$ cat config.mk
export PLATFORM = sky130hd
export DESIGN_NAME = relay_pulse_hold_controller_flat
export DESIGN_NICKNAME = d
export VERILOG_FILES = /design/src/rtl/rphc_pkg.sv /design/src/rtl/rphc_chan_if.sv /design/src/rtl/rphc_outq.sv /design/src/rtl/relay_pulse_hold_controller.sv /design/src/flat_wrapper.sv
export SDC_FILE = /design/constraint.sdc
export NUM_CORES = 1
export LEC_CHECK = 0
export CAP_MARGIN = 20
export CORE_MARGIN = 4
export CORE_UTILIZATION = 30
export DETAILED_ROUTE_END_ITERATION = 12
export DONT_BUFFER_PORTS = 1
export PLACE_DENSITY = 0.55
export SYNTH_ARGS = -nofsm -noshare
export SYNTH_HDL_FRONTEND = slang
export SYNTH_HIERARCHICAL = 1
export SYNTH_SLANG_ARGS = --single-unit
$ cat constraint.sdc
create_clock -name clk -period 6.4 [get_ports clk]
set_input_delay 0 -clock clk [delete_from_list [all_inputs] [get_ports clk]]
set_output_delay 0 -clock clk [all_outputs]
set_load 0.01 [all_outputs]
$ cat src/rtl/rphc_pkg.sv
// Shared types and constants for the relay pulse and hold controller.
package rphc_pkg;

  typedef enum logic [1:0] {
    KIND_AUTO_OPEN   = 2'd0,
    KIND_TOGGLE_ON   = 2'd1,
    KIND_TOGGLE_OFF  = 2'd2,
    KIND_UNSUPPORTED = 2'd3
  } kind_t;

  localparam logic FUNC_TICK = 1'b0;
  localparam logic FUNC_CMD  = 1'b1;

  localparam logic REG_PULSE    = 1'b0;
  localparam logic REG_MAX_HOLD = 1'b1;

  localparam logic [15:0] PULSE_TICKS_RST    = 16'd3000;
  localparam logic [15:0] MAX_HOLD_TICKS_RST = 16'd10000;

  typedef struct packed {
    logic        func;
    logic [1:0]  cmd_kind;
    logic [15:0] cmd_tag;
    logic [31:0] hold_request;
  } item_t;

  typedef struct packed {
    logic [15:0] ack_tag;
    logic        ack_failed;
    logic        relay_active;
    logic        last;
  } result_t;

  typedef struct packed {
    logic [1:0] cnt;
    result_t    res0;
    result_t    res1;
  } push_t;

endpackage

$ cat src/rtl/rphc_chan_if.sv
// Valid/ready channel interfaces for commands and acknowledgements.
interface rphc_in_if;
  logic        valid;
  logic        ready;
  logic        func;
  logic [1:0]  cmd_kind;
  logic [15:0] cmd_tag;
  logic [31:0] hold_request;

  modport source (output valid, func, cmd_kind, cmd_tag, hold_request, input ready);
  modport sink (input valid, func, cmd_kind, cmd_tag, hold_request, output ready);
endinterface

interface rphc_out_if;
  logic        valid;
  logic        ready;
  logic [15:0] ack_tag;
  logic        ack_failed;
  logic        relay_active;
  logic        last;

  modport source (output valid, ack_tag, ack_failed, relay_active, last, input ready);
  modport sink (input valid, ack_tag, ack_failed, relay_active, last, output ready);
endinterface

$ cat src/rtl/rphc_outq.sv
// Two-entry result queue that takes up to two results per cycle, as its free space allows.
module rphc_outq (
  input  logic               clk,
  input  logic               rst_n,
  input  rphc_pkg::push_t    push,
  output logic [1:0]         space,
  rphc_out_if.source         out_ch
);

  rphc_pkg::result_t q_r [2];
  rphc_pkg::result_t q_nxt [2];
  logic [1:0]        cnt_r, cnt_nxt, cnt_pop;
  logic              pop;

  assign pop     = out_ch.valid && out_ch.ready;
  assign cnt_pop = cnt_r - {1'b0, pop};
  assign space   = 2'd2 - cnt_pop;
  assign cnt_nxt = cnt_pop + push.cnt;

  always_comb begin
    q_nxt[0] = pop ? q_r[1] : q_r[0];
    q_nxt[1] = q_r[1];
    unique case (cnt_pop)
      2'd0: begin
        q_nxt[0] = push.res0;
        q_nxt[1] = push.res1;
      end
      2'd1: begin
        q_nxt[1] = push.res0;
      end
      default: begin
      end
    endcase
  end

  always_ff @(posedge clk) begin
    if (!rst_n) begin
      cnt_r <= 2'd0;
    end else begin
      cnt_r <= cnt_nxt;
    end
    q_r <= q_nxt;
  end

  assign out_ch.valid        = (cnt_r != 2'd0);
  assign out_ch.ack_tag      = q_r[0].ack_tag;
  assign out_ch.ack_failed   = q_r[0].ack_failed;
  assign out_ch.relay_active = q_r[0].relay_active;
  assign out_ch.last         = q_r[0].last;

endmodule

$ cat src/rtl/relay_pulse_hold_controller.sv
// Relay pulse and hold controller top level: input register, decode, state, config.
// Path: an accepted item waits in the input register until the result queue has space, and its
//   results are then written to the result queue, which drives the output channel.
// Throughput: one item per cycle while results drain; an item with two results needs two
//   output transfers, so a steady run of such items is limited by the output channel.
// Reset: synchronous active-low; relay released, count and tag cleared, default lengths.
module relay_pulse_hold_controller (
  input  logic        clk,
  input  logic        rst_n,
  rphc_in_if.sink     in_ch,
  rphc_out_if.source  out_ch,
  input  logic        psel,
  input  logic        penable,
  input  logic        pwrite,
  input  logic [2:0]  paddr,
  input  logic [31:0] pwdata,
  output logic [31:0] prdata,
  output logic        pready
);

  // configuration
  logic [15:0] pulse_r, maxh_r;
  logic        cfg_wr;

  assign pready = 1'b1;
  assign cfg_wr = psel && penable && pwrite && pready;
  assign prdata = {16'h0, (paddr[2] == rphc_pkg::REG_MAX_HOLD) ? maxh_r : pulse_r};

  always_ff @(posedge clk) begin
    if (!rst_n) begin
      pulse_r <= rphc_pkg::PULSE_TICKS_RST;
      maxh_r  <= rphc_pkg::MAX_HOLD_TICKS_RST;
    end else if (cfg_wr) begin
      if (paddr[2] == rphc_pkg::REG_PULSE) begin
        pulse_r <= pwdata[15:0];
      end else begin
        maxh_r <= pwdata[15:0];
      end
    end
  end

  // input register
  rphc_pkg::item_t in_r;
  logic            in_v_r;
  logic            fire;
  logic [1:0]      space;

  assign in_ch.ready = !in_v_r || fire;

  always_ff @(posedge clk) begin
    if (!rst_n) begin
      in_v_r <= 1'b0;
    end else if (in_ch.ready) begin
      in_v_r <= in_ch.valid;
    end
    if (in_ch.valid && in_ch.ready) begin
      in_r <= '{func: in_ch.func, cmd_kind: in_ch.cmd_kind,
                cmd_tag: in_ch.cmd_tag, hold_request: in_ch.hold_request};
    end
  end

  // decode and state update
  logic              energized_r, energized_nxt;
  logic [15:0]       rem_r, rem_nxt, held_r, held_nxt;
  logic [15:0]       len, dec;
  rphc_pkg::kind_t   kind;
  rphc_pkg::result_t idle_res;
  logic              idle_v;
  rphc_pkg::push_t   pend;
  rphc_pkg::push_t   push;
  logic [1:0]        n;

  assign kind = rphc_pkg::kind_t'(in_r.cmd_kind);
  assign dec  = (rem_r == 16'd0) ? 16'd0 : rem_r - 16'd1;

  always_comb begin
    len = pulse_r;
    if (kind == rphc_pkg::KIND_TOGGLE_ON) begin
      if (in_r.hold_request == 32'd0 || in_r.hold_request > {16'h0, maxh_r}) begin
        len = maxh_r;
      end else begin
        len = in_r.hold_request[15:0];
      end
    end
  end

  // acks always leave the relay released
  always_comb begin
    energized_nxt = energized_r;
    rem_nxt       = rem_r;
    held_nxt      = held_r;
    idle_v        = 1'b0;
    idle_res      = '{ack_tag: in_r.cmd_tag, ack_failed: 1'b0, relay_active: 1'b0,
                      last: 1'b0};
    pend          = '0;
    n             = 2'd0;

    if (in_r.func == rphc_pkg::FUNC_TICK) begin
      if (energized_r) begin
        rem_nxt = dec;
        if (dec == 16'd0) begin
          energized_nxt     = 1'b0;
          n                 = 2'd1;
          pend.res0.ack_tag = held_r;
        end
      end
    end else if (energized_r && kind == rphc_pkg::KIND_TOGGLE_OFF) begin
      energized_nxt     = 1'b0;
      rem_nxt           = 16'd0;
      n                 = 2'd2;
      pend.res0.ack_tag = in_r.cmd_tag;
      pend.res1.ack_tag = held_r;
    end else begin
      energized_nxt = 1'b0;
      rem_nxt       = 16'd0;
      unique case (kind)
        rphc_pkg::KIND_AUTO_OPEN, rphc_pkg::KIND_TOGGLE_ON: begin
          held_nxt = in_r.cmd_tag;
          if (len == 16'd0) begin
            idle_v = 1'b1;
          end else begin
            energized_nxt = 1'b1;
            rem_nxt       = len;
          end
        end
        rphc_pkg::KIND_TOGGLE_OFF: begin
          idle_v = 1'b1;
        end
        rphc_pkg::KIND_UNSUPPORTED: begin
          idle_v              = 1'b1;
          idle_res.ack_failed = 1'b1;
        end
        default: begin
        end
      endcase
      if (energized_r) begin
        pend.res0.ack_tag = held_r;
        pend.res1         = idle_res;
        n                 = idle_v ? 2'd2 : 2'd1;
      end else begin
        pend.res0 = idle_res;
        n         = idle_v ? 2'd1 : 2'd0;
      end
    end

    pend.res0.last = (n == 2'd1);
    pend.res1.last = 1'b1;
    pend.cnt       = n;
  end

  assign fire = in_v_r && (n <= space);
  assign push = '{cnt: fire ? pend.cnt : 2'd0, res0: pend.res0, res1: pend.res1};

  always_ff @(posedge clk) begin
    if (!rst_n) begin
      energized_r <= 1'b0;
      rem_r       <= 16'd0;
      held_r      <= 16'd0;
    end else if (fire) begin
      energized_r <= energized_nxt;
      rem_r       <= rem_nxt;
      held_r      <= held_nxt;
    end
  end

  rphc_outq u_outq (
    .clk    (clk),
    .rst_n  (rst_n),
    .push   (push),
    .space  (space),
    .out_ch (out_ch)
  );

  a_hold_count: assert property (@(posedge clk) disable iff (!rst_n)
    energized_r |-> (rem_r != 16'd0))
    else $error("relay held with zero count");

  a_idle_count: assert property (@(posedge clk) disable iff (!rst_n)
    !energized_r |-> (rem_r == 16'd0))
    else $error("count left while relay released");

  a_two_acks: assert property (@(posedge clk) disable iff (!rst_n)
    (fire && n == 2'd2) |-> (in_r.func == rphc_pkg::FUNC_CMD && energized_r))
    else $error("two acks without a held command");

  a_space: assert property (@(posedge clk) disable iff (!rst_n)
    fire |=> (space != 2'd3))
    else $error("result queue overflow");

endmodule

$ cat src/flat_wrapper.sv
// flat-port wrapper written by rule: the top's interface ports become plain ports
module relay_pulse_hold_controller_flat 
  (clk, rst_n, psel, penable, pwrite, paddr, pwdata, prdata, pready, in_ch_valid, in_ch_func, in_ch_cmd_kind, in_ch_cmd_tag, in_ch_hold_request, in_ch_ready, out_ch_valid, out_ch_ack_tag, out_ch_ack_failed, out_ch_relay_active, out_ch_last, out_ch_ready);
  rphc_in_if in_ch_i ();
  rphc_out_if out_ch_i ();
  input  logic clk;
  input  logic rst_n;
  input  logic psel;
  input  logic penable;
  input  logic pwrite;
  input  logic [2:0] paddr;
  input  logic [31:0] pwdata;
  output logic [31:0] prdata;
  output logic pready;
  input wire logic [$bits(in_ch_i.valid)-1:0] in_ch_valid;
  input wire logic [$bits(in_ch_i.func)-1:0] in_ch_func;
  input wire logic [$bits(in_ch_i.cmd_kind)-1:0] in_ch_cmd_kind;
  input wire logic [$bits(in_ch_i.cmd_tag)-1:0] in_ch_cmd_tag;
  input wire logic [$bits(in_ch_i.hold_request)-1:0] in_ch_hold_request;
  output wire logic [$bits(in_ch_i.ready)-1:0] in_ch_ready;
  output wire logic [$bits(out_ch_i.valid)-1:0] out_ch_valid;
  output wire logic [$bits(out_ch_i.ack_tag)-1:0] out_ch_ack_tag;
  output wire logic [$bits(out_ch_i.ack_failed)-1:0] out_ch_ack_failed;
  output wire logic [$bits(out_ch_i.relay_active)-1:0] out_ch_relay_active;
  output wire logic [$bits(out_ch_i.last)-1:0] out_ch_last;
  input wire logic [$bits(out_ch_i.ready)-1:0] out_ch_ready;
  assign in_ch_i.valid = in_ch_valid;
  assign in_ch_i.func = in_ch_func;
  assign in_ch_i.cmd_kind = in_ch_cmd_kind;
  assign in_ch_i.cmd_tag = in_ch_cmd_tag;
  assign in_ch_i.hold_request = in_ch_hold_request;
  assign in_ch_ready = in_ch_i.ready;
  assign out_ch_valid = out_ch_i.valid;
  assign out_ch_ack_tag = out_ch_i.ack_tag;
  assign out_ch_ack_failed = out_ch_i.ack_failed;
  assign out_ch_relay_active = out_ch_i.relay_active;
  assign out_ch_last = out_ch_i.last;
  assign out_ch_i.ready = out_ch_ready;
  relay_pulse_hold_controller u_core (.clk(clk), .rst_n(rst_n), .in_ch(in_ch_i), .out_ch(out_ch_i), .psel(psel), .penable(penable), .pwrite(pwrite), .paddr(paddr), .pwdata(pwdata), .prdata(prdata), .pready(pready));
endmodule
==> results of run 1 <==
==> what timing repair did <==
| action | 4_1_cts | 5_1_grt |
|---|---|---|
| hold buffers | 80 | 0 |
| setup endpoints to repair | 0 | 0 |
| endpoints found under the hold margin | 119 | 0 |
==> power groups by stage <==
stage	logic, mW	registers (mW)	clock network, mW
final	1.61	1.62	1.04
after global routing	1.78	1.64	1.12
after CTS	1.62	1.62	1.08
after detailed placement	1.56	1.64	0
after global placement	1.55	1.64	0
after floorplan	1.41	1.54	0
==> placed cells by master (no fill, tap or decap), types with 7 or more instances in the layout <==
cell type	netlist	final
ha_1	22	22
dfxtp_1	68	68
a21boi_0	54	54
nand2_1	140	140
nor2_1	42	42
o22ai_1	16	16
a22o_1	16	16
a31o_2	15	15
o21ai_0	23	23
dlygate4sd3_1	0	79
buf_4	33	15
clkbuf_16	0	17
mux2_2	36	36
mux2_4	19	19
nor3_1	8	8
conb_1	2	21
nor4_1	17	17
nand3_1	32	32
edfxtp_1	89	89
a21oi_1	37	36
inv_1	50	50
clkinv_8	0	7
==> worst max-delay path by stage <==
stage | start | to | depth (start not counted)
floorplan | u_core/maxh_r[14]$_SDFFE_PN0P_ | u_core/idle_res[10]$_DFFE_PP_ | 20
global placement | u_core/in_r[24]$_DFFE_PP_ | u_core/held_r[9]$_SDFFE_PN0P_ | 19
detailed placement | u_core/in_r[24]$_DFFE_PP_ | u_core/held_r[9]$_SDFFE_PN0P_ | 19
CTS | u_core/in_r[24]$_DFFE_PP_ | u_core/held_r[11]$_SDFFE_PN0P_ | 19
global route | u_core/in_r[25]$_DFFE_PP_ | u_core/held_r[12]$_SDFFE_PN0P_ | 19
finish | u_core/maxh_r[11]$_SDFFE_PN0P_ | u_core/rem_r[7]$_SDFFE_PN0P_ | 22
==> cell families (layout without fill, tap and decap cells) <==
family,Yosys count,in the layout,share of synthesized area (%)
buffers and inverters,137,177,7.86
AND/OR/NAND/NOR,284,284,15.7
AO/OA/AOI/OAI,196,196,16.1
multiplexers,56,56,8.26
other,2,21,0.0885
XOR/XNOR,12,12,1.24
flip-flops,157,157,47.5
adder cells (fa/ha/maj),22,22,3.24
==> cell type report <==
cell class                 instances  area (sq um)
clock buffer                      17           425
clock inverter                    15           196
fill                            2755         17700
inverter                          50           188
multi-input combinational        591          3870
sequential                       157          4030
tap                              378           473
timing repair buffer              95           931
==> worst min-delay path, cell delays in order <==
cell,delay (ns)
inv_1,0.05
nor2_1,0.04
buf_4,0.21
nand2_1,0.09
a21boi_0,0.06
==> metal layers <==
layer	global-route usage (%)	up-vias	routed length (um)
met5	0	-	0
met4	4.09	0	299
met3	2.10	19	790
met2	23.2	151	10300
met1	19.2	2978	10100
li1	-	3142	-
==> flip-flops by register name (all words and copies together), names as in the netlist <==
signal                             count
u_core/u_outq/cnt_r                    2
u_core/energized_r                     1
u_core/u_outq/out_ch.relay_active      1
u_core/u_outq/out_ch.last              1
u_core/pulse_r                        16
u_core/u_outq/out_ch.ack_tag          16
u_core/held_r                         16
u_core/maxh_r                         16
u_core/idle_res                       16
u_core/u_outq/out_ch.ack_failed        1
u_core/in_r                           33
u_core/rem_r                          16
u_core/kind                            2
u_core/in_v_r                          1
u_core/u_outq/q_r                     19
==> stage by stage <==
step | hold WS, ns | std cells
finish | 0.0757 | 1303
CTS | 0.0432 | 1303
floorplan | 0.0989 | 885
global placement | 0.0989 | 1190
detailed placement | 0.0989 | 1191
global route | 0.0956 | 1303
==> flow_summary.json, run 1 <==
{
  "fmax_ghz": 0.188,
  "die_h_um": 176,
  "switching_share_pct": 38.5,
  "n_antenna_cell": 0,
  "grt_setup_unrepaired": "no",
  "cts_buffers": 17,
  "status": "finished clean",
  "port-buffer-count": 0,
  "relSlewSlack_pct": 35.7,
  "synth_edf_count": 89,
  "clock_sinks": 157,
  "synth_flop_cell": "edfxtp_1",
  "tightest_slew_ns": 0.964,
  "synth-seq-cells": 157,
  "synthesis.area_sq_mm": 0.00848,
  "reg2reg_slack_ns": 1.07,
  "endpoint_kind": "flop",
  "cpMostUsedCell": "a21oi_1",
  "overflow": 0,
  "cts.clk_slew.worst_paths_ns": 0.07,
  "die_x_um": 176,
  "r2r_end": "u_core/rem_r[7]$_SDFFE_PN0P_",
  "io_pins": 147,
  "p_seq_share_pct": 37.9,
  "dp_hpwl_um": 14700,
  "final_area_sq_mm": 0.0101,
  "power_density_mw_per_mm2": 422,
  "hold_depth": 5,
  "yosys-top-cells-count": "nand2_1 (140), edfxtp_1 (89), dfxtp_1 (68)",
  "placed_area_sq_mm": 0.00868,
  "worst-setup-path-type": "reg2reg",
  "period_share_pct": 83.2,
  "clock_latency_ns": 0.44,
  "drc": 0,
  "antenna_found_initial": 0,
  "critPathMaxFanout": 16,
  "crit_family": "compound AO/OA/AOI/OAI gates",
  "p_total_mw": 4.27,
  "postRouteAntennaNets": 0,
  "arrival_ns": 5.66,
  "ir_worst_vdd_mv": 0.224,
  "wl_um": 21500,
  "pre_cts_ws_ns": 1.09,
  "ff2ff_path_depth": 22,
  "drv_slew": 0,
  "p_sw_mw": 1.64,
  "wl_per_cell_um": 16.5,
  "rows": 61,
  "holdCritStartpoint": "paddr[2]",
  "hold_class": "in2reg",
  "cts-root-buf": "clkbuf_16",
  "avgSynthCellArea_sq_um": 9.80,
  "p_leak_nw": 3.75,
  "finalHoldViolCount": 0,
  "drive_gt1_share_pct": 14.4,
  "initialDrtViolationCount": 492,
  "fin_tns_setup_ns": 0,
  "areaGrowthSynthToFinish_pct": 19.2,
  "place_congestion": 0.826,
  "cts_tree": "done",
  "setup_ws_ns": 1.07,
  "timing.rr.start": "u_core/maxh_r[11]$_SDFFE_PN0P_",
  "crit_chain": "inv_1, ha_1, a21oi_1, o21ai_0, a221o_1, a211o_1, a21oi_1, buf_4, a21oi_1, nor4_1, nand4_1, nand2b_1, ha_1, a32oi_1, ha_1, nor2b_1, o21ai_0, nand2_1, or2_2, a21oi_1, o21ai_0, o211a_1",
  "grt_max_degree": 73,
  "fin_nets": 1027,
  "vias_per_cell": 4.83,
  "p_int_mw": 2.62,
  "ys_warn_count": 6,
  "cp.buffers_inverters": 2,
  "grt_pass1_wl_um": 34700,
  "pwr-share-comb_pct": 37.7,
  "yosysUniqueCellTypes": 64,
  "async_reset_ff_share_pct": 0,
  "postCtsSetupBuffers": 0,
  "vias": 6290,
  "yosys.area.top_type": "edfxtp_1",
  "core_area_sq_mm": 0.0279,
  "synth_cells": 866,
  "synth.most_common_cell": "nand2_1",
  "skew_ns": 0.0142,
  "grt_pass1_vias": 6149,
  "setup_violations": 0,
  "holdPathEnd": "u_core/maxh_r[0]$_SDFFE_PN0P_",
  "cts.path.max_buffers": 2,
  "worstPathRequired_ns": 6.73,
  "crit_slowest_cell": "nor4_1",
  "start_kind": "flop",
  "synth_seq_area_share_pct": 47.5,
  "synth_top_area_share_pct": 31.5,
  "max_stage_delay_ns": 0.43,
  "drv_cap": 0,
  "drt_pre_antenna_iters": 5,
  "dieArea_sq_mm": 0.0310,
  "track_usage_pct": 14.0,
  "cts_resized": 0,
  "h-tree-depth": 4,
  "initial_core_util_pct": 30.5,
  "pwr-share-clk_pct": 24.4,
  "final_core_util_pct": 36.3,
  "min_period_ns": 5.33,
  "synthTopCellsByArea": "edfxtp_1 (31%), dfxtp_1 (16%), nand2_1 (6.2%), a21boi_0 (4.8%), mux2_2 (4.8%)"
}
Note: power is estimated with default switching activity, not from simulation.
==> inputs of run 2 (changes only) <==
--- a/config.mk
+++ b/config.mk
@@ -5,12 +5,13 @@
 export SDC_FILE = /design/constraint.sdc
 export NUM_CORES = 1
 export LEC_CHECK = 0
+export ABC_AREA = 1
 export CAP_MARGIN = 20
 export CORE_MARGIN = 4
 export CORE_UTILIZATION = 30
 export DETAILED_ROUTE_END_ITERATION = 12
 export DONT_BUFFER_PORTS = 1
-export PLACE_DENSITY = 0.55
+export PLACE_DENSITY = 0.54
 export SYNTH_ARGS = -nofsm -noshare
 export SYNTH_HDL_FRONTEND = slang
 export SYNTH_HIERARCHICAL = 1
==> constraint.sdc (replaced) <==
create_clock -name clk -period 5.1 [get_ports clk]
set_input_delay 0 -clock clk [delete_from_list [all_inputs] [get_ports clk]]
set_output_delay 0 -clock clk [all_outputs]
set_load 0.01 [all_outputs]
==> flow_summary.json, run 2 <==
{
  "cts_tree": "done",
  "yosysUniqueCellTypes": 43,
  "drv_cap": 0,
  "synth.most_common_cell": "nand2_1",
  "power_density_mw_per_mm2": 554,
  "start_kind": "flop",
  "drv_slew": 0,
  "setup_violations": 0,
  "pre_cts_ws_ns": 0.693,
  "final_cell_mix": "nand2_1 (234), o21ai_0 (94), edfxtp_1 (89)",
  "ir_worst_vdd_mv": 0.287,
  "synth_edf_count": 89,
  "antenna_found_initial": 2,
  "grt_max_degree": 62,
  "drive_gt1_share_pct": 9.59,
  "async_reset_ff_share_pct": 0,
  "wl_per_cell_um": 14.4,
  "fin_nets": 1186,
  "ff2ff_path_depth": 27,
  "reg2reg_slack_ns": 0.67,
  "avgSynthCellArea_sq_um": 8.31,
  "skew_ns": 0.0152,
  "fmax_ghz": 0.226,
  "die_h_um": 176,
  "drc": 0,
  "io_pins": 147,
  "arrival_ns": 4.76,
  "postCtsSetupBuffers": 0,
  "synthTopCellsByArea": "edfxtp_1 (32%), dfxtp_1 (16%), nand2_1 (10%), o21ai_0 (5.6%), nand3_1 (4.0%)",
  "top_regs": "u_core/in_r: 33 flops, u_core/u_outq/q_r: 19 flops",
  "cts.path.max_buffers": 2,
  "rows": 61,
  "p_leak_nw": 4.13,
  "initial_core_util_pct": 30.3,
  "track_usage_pct": 13.8,
  "cts.clk_slew.worst_paths_ns": 0.08,
  "clock_latency_ns": 0.43,
  "die_x_um": 176,
  "max_stage_delay_ns": 0.44,
  "yosys-top-cells-count": "nand2_1 (234), o21ai_0 (94), edfxtp_1 (89)",
  "setup_ws_ns": 0.673,
  "final_common_cell": "nand2_1",
  "period_share_pct": 86.8,
  "timing.rr.start": "u_core/in_r[15]$_DFFE_PP_",
  "cts_buffers": 17,
  "crit_slowest_cell": "edfxtp_1",
  "cp.buffers_inverters": 5,
  "grt_pass1_wl_um": 34600,
  "synth_flop_cell": "edfxtp_1",
  "core_area_sq_mm": 0.0278,
  "synth-seq-cells": 157,
  "min_period_ns": 4.43,
  "dp_hpwl_um": 14500,
  "hold_class": "in2reg",
  "synth_cells": 1014,
  "grt_pass1_vias": 6547,
  "relSlewSlack_pct": 36.4,
  "port-buffer-count": 0,
  "r2r_end": "u_core/rem_r[13]$_SDFFE_PN0P_",
  "endpoint_kind": "flop",
  "synth_top_area_share_pct": 31.7,
  "holdCritStartpoint": "paddr[2]",
  "synth_seq_area_share_pct": 47.9,
  "cts-root-buf": "clkbuf_16",
  "crit_family": "simple AND/OR/NAND/NOR gates",
  "largest-register": "u_core/in_r",
  "worst-setup-path-type": "reg2reg",
  "critPathMaxFanout": 17,
  "status": "finished clean",
  "final_area_sq_mm": 0.0101,
  "largest_register_ffs": 33,
  "place_congestion": 0.796,
  "drt_pre_antenna_iters": 5,
  "overflow": 0,
  "ys_warn_count": 6,
  "postRouteAntennaNets": 0,
  "areaGrowthSynthToFinish_pct": 20.1,
  "wl_um": 21100,
  "fin_tns_setup_ns": 0,
  "initialDrtViolationCount": 343,
  "cpMostUsedCell": "nand2_1",
  "worstPathRequired_ns": 5.43,
  "vias": 6782,
  "hold_depth": 4,
  "vias_per_cell": 4.64,
  "tightest_slew_ns": 0.953,
  "synthesis.area_sq_mm": 0.00843,
  "grt_setup_unrepaired": "no",
  "yosys.area.top_type": "edfxtp_1",
  "placed_area_sq_mm": 0.00863,
  "holdPathEnd": "u_core/pulse_r[0]$_SDFFE_PN0P_",
  "dieArea_sq_mm": 0.0308,
  "finalHoldViolCount": 0,
  "clock_sinks": 157,
  "h-tree-depth": 4
}
==> run 2: power by group <==
group | internal, mW | switching, mW
sequential | 1.81 | 0.207
combinational | 0.743 | 1.55
clock | 0.669 | 0.626
total | 3.22 | 2.38
==> run 2: area by class of cell <==
class | instances | area (sq um)
Tap cell | 378 | 473
Clock buffer | 17 | 425
Fill cell | 2872 | 17700
Clock inverter | 15 | 189
Inverter | 98 | 368
Antenna cell | 1 | 2.50
Timing Repair Buffer | 100 | 1020
Sequential cell | 157 | 4030
Multi-Input combinational cell | 697 | 3610
==> run 2: worst max path at each step <==
stage	slack, ns	cells past startpoint	from	to
6_report	0.67	27	u_core/in_r[15]$_DFFE_PP_	u_core/rem_r[13]$_SDFFE_PN0P_
5_1_grt	0.01	28	u_core/in_r[14]$_DFFE_PP_	u_core/rem_r[10]$_SDFFE_PN0P_
4_1_cts	0.67	27	u_core/in_r[15]$_DFFE_PP_	u_core/rem_r[15]$_SDFFE_PN0P_
3_5_place_dp	0.69	27	u_core/in_r[15]$_DFFE_PP_	u_core/rem_r[15]$_SDFFE_PN0P_
3_3_place_gp	0.75	27	u_core/in_r[15]$_DFFE_PP_	u_core/rem_r[15]$_SDFFE_PN0P_
2_1_floorplan	0.46	24	u_core/in_r[15]$_DFFE_PP_	u_core/idle_res[10]$_DFFE_PP_
==> run 2: what timing repair did <==
| action | 4_1_cts | 5_1_grt |
|---|---|---|
| gates resized for setup | 0 | 0 |
| hold endpoints to repair | 117 | 0 |
| hold buffers | 86 | 0 |
==> run 2: metal layers <==
| metal | part of all wire (%) | track usage, % | vias to the layer above |
|---|---|---|---|
| met5 | 0.062 | 0 | - |
| met4 | 1.6 | 4.03 | 2 |
| met3 | 5.4 | 3.79 | 27 |
| met2 | 46 | 22.1 | 197 |
| met1 | 47 | 18.3 | 3063 |
| li1 | - | - | 3493 |
==> run 2: stage by stage <==
step / hold slack (ns) / power (mW) / cells / util, %
2_1_floorplan: 0.0989 / 3.95 / 1033 / -
6_report: 0.0337 / 5.61 / 1463 / 36.4
3_3_place_gp: 0.0989 / 4.25 / 1344 / 31.1
4_1_cts: 0.0125 / 5.66 / 1462 / 36.4
5_1_grt: 0.0577 / 6.08 / 1463 / 36.4
3_5_place_dp: 0.0989 / 4.29 / 1344 / 31.1
==> run 2: tightest hold or removal path, stage by stage <==
cell,delay [ns]
nor2_1,0.02
buf_4,0.20
o21ai_0,0.16
nor2_1,0.04
==> run 2: cells by family (layout without fill, tap and decap cells) <==
group                    after synthesis  count (layout)  share of synthesized area [%]
flip-flops                           157             157                           47.9
XOR/XNOR                               8               8                          0.831
buffers and inverters                179             230                           10.2
AO/OA/AOI/OAI                        215             215                           15.2
AND/OR/NAND/NOR                      431             431                           22.6
other                                  2              22                         0.0891
adder cells (fa/ha/maj)               22              22                           3.27
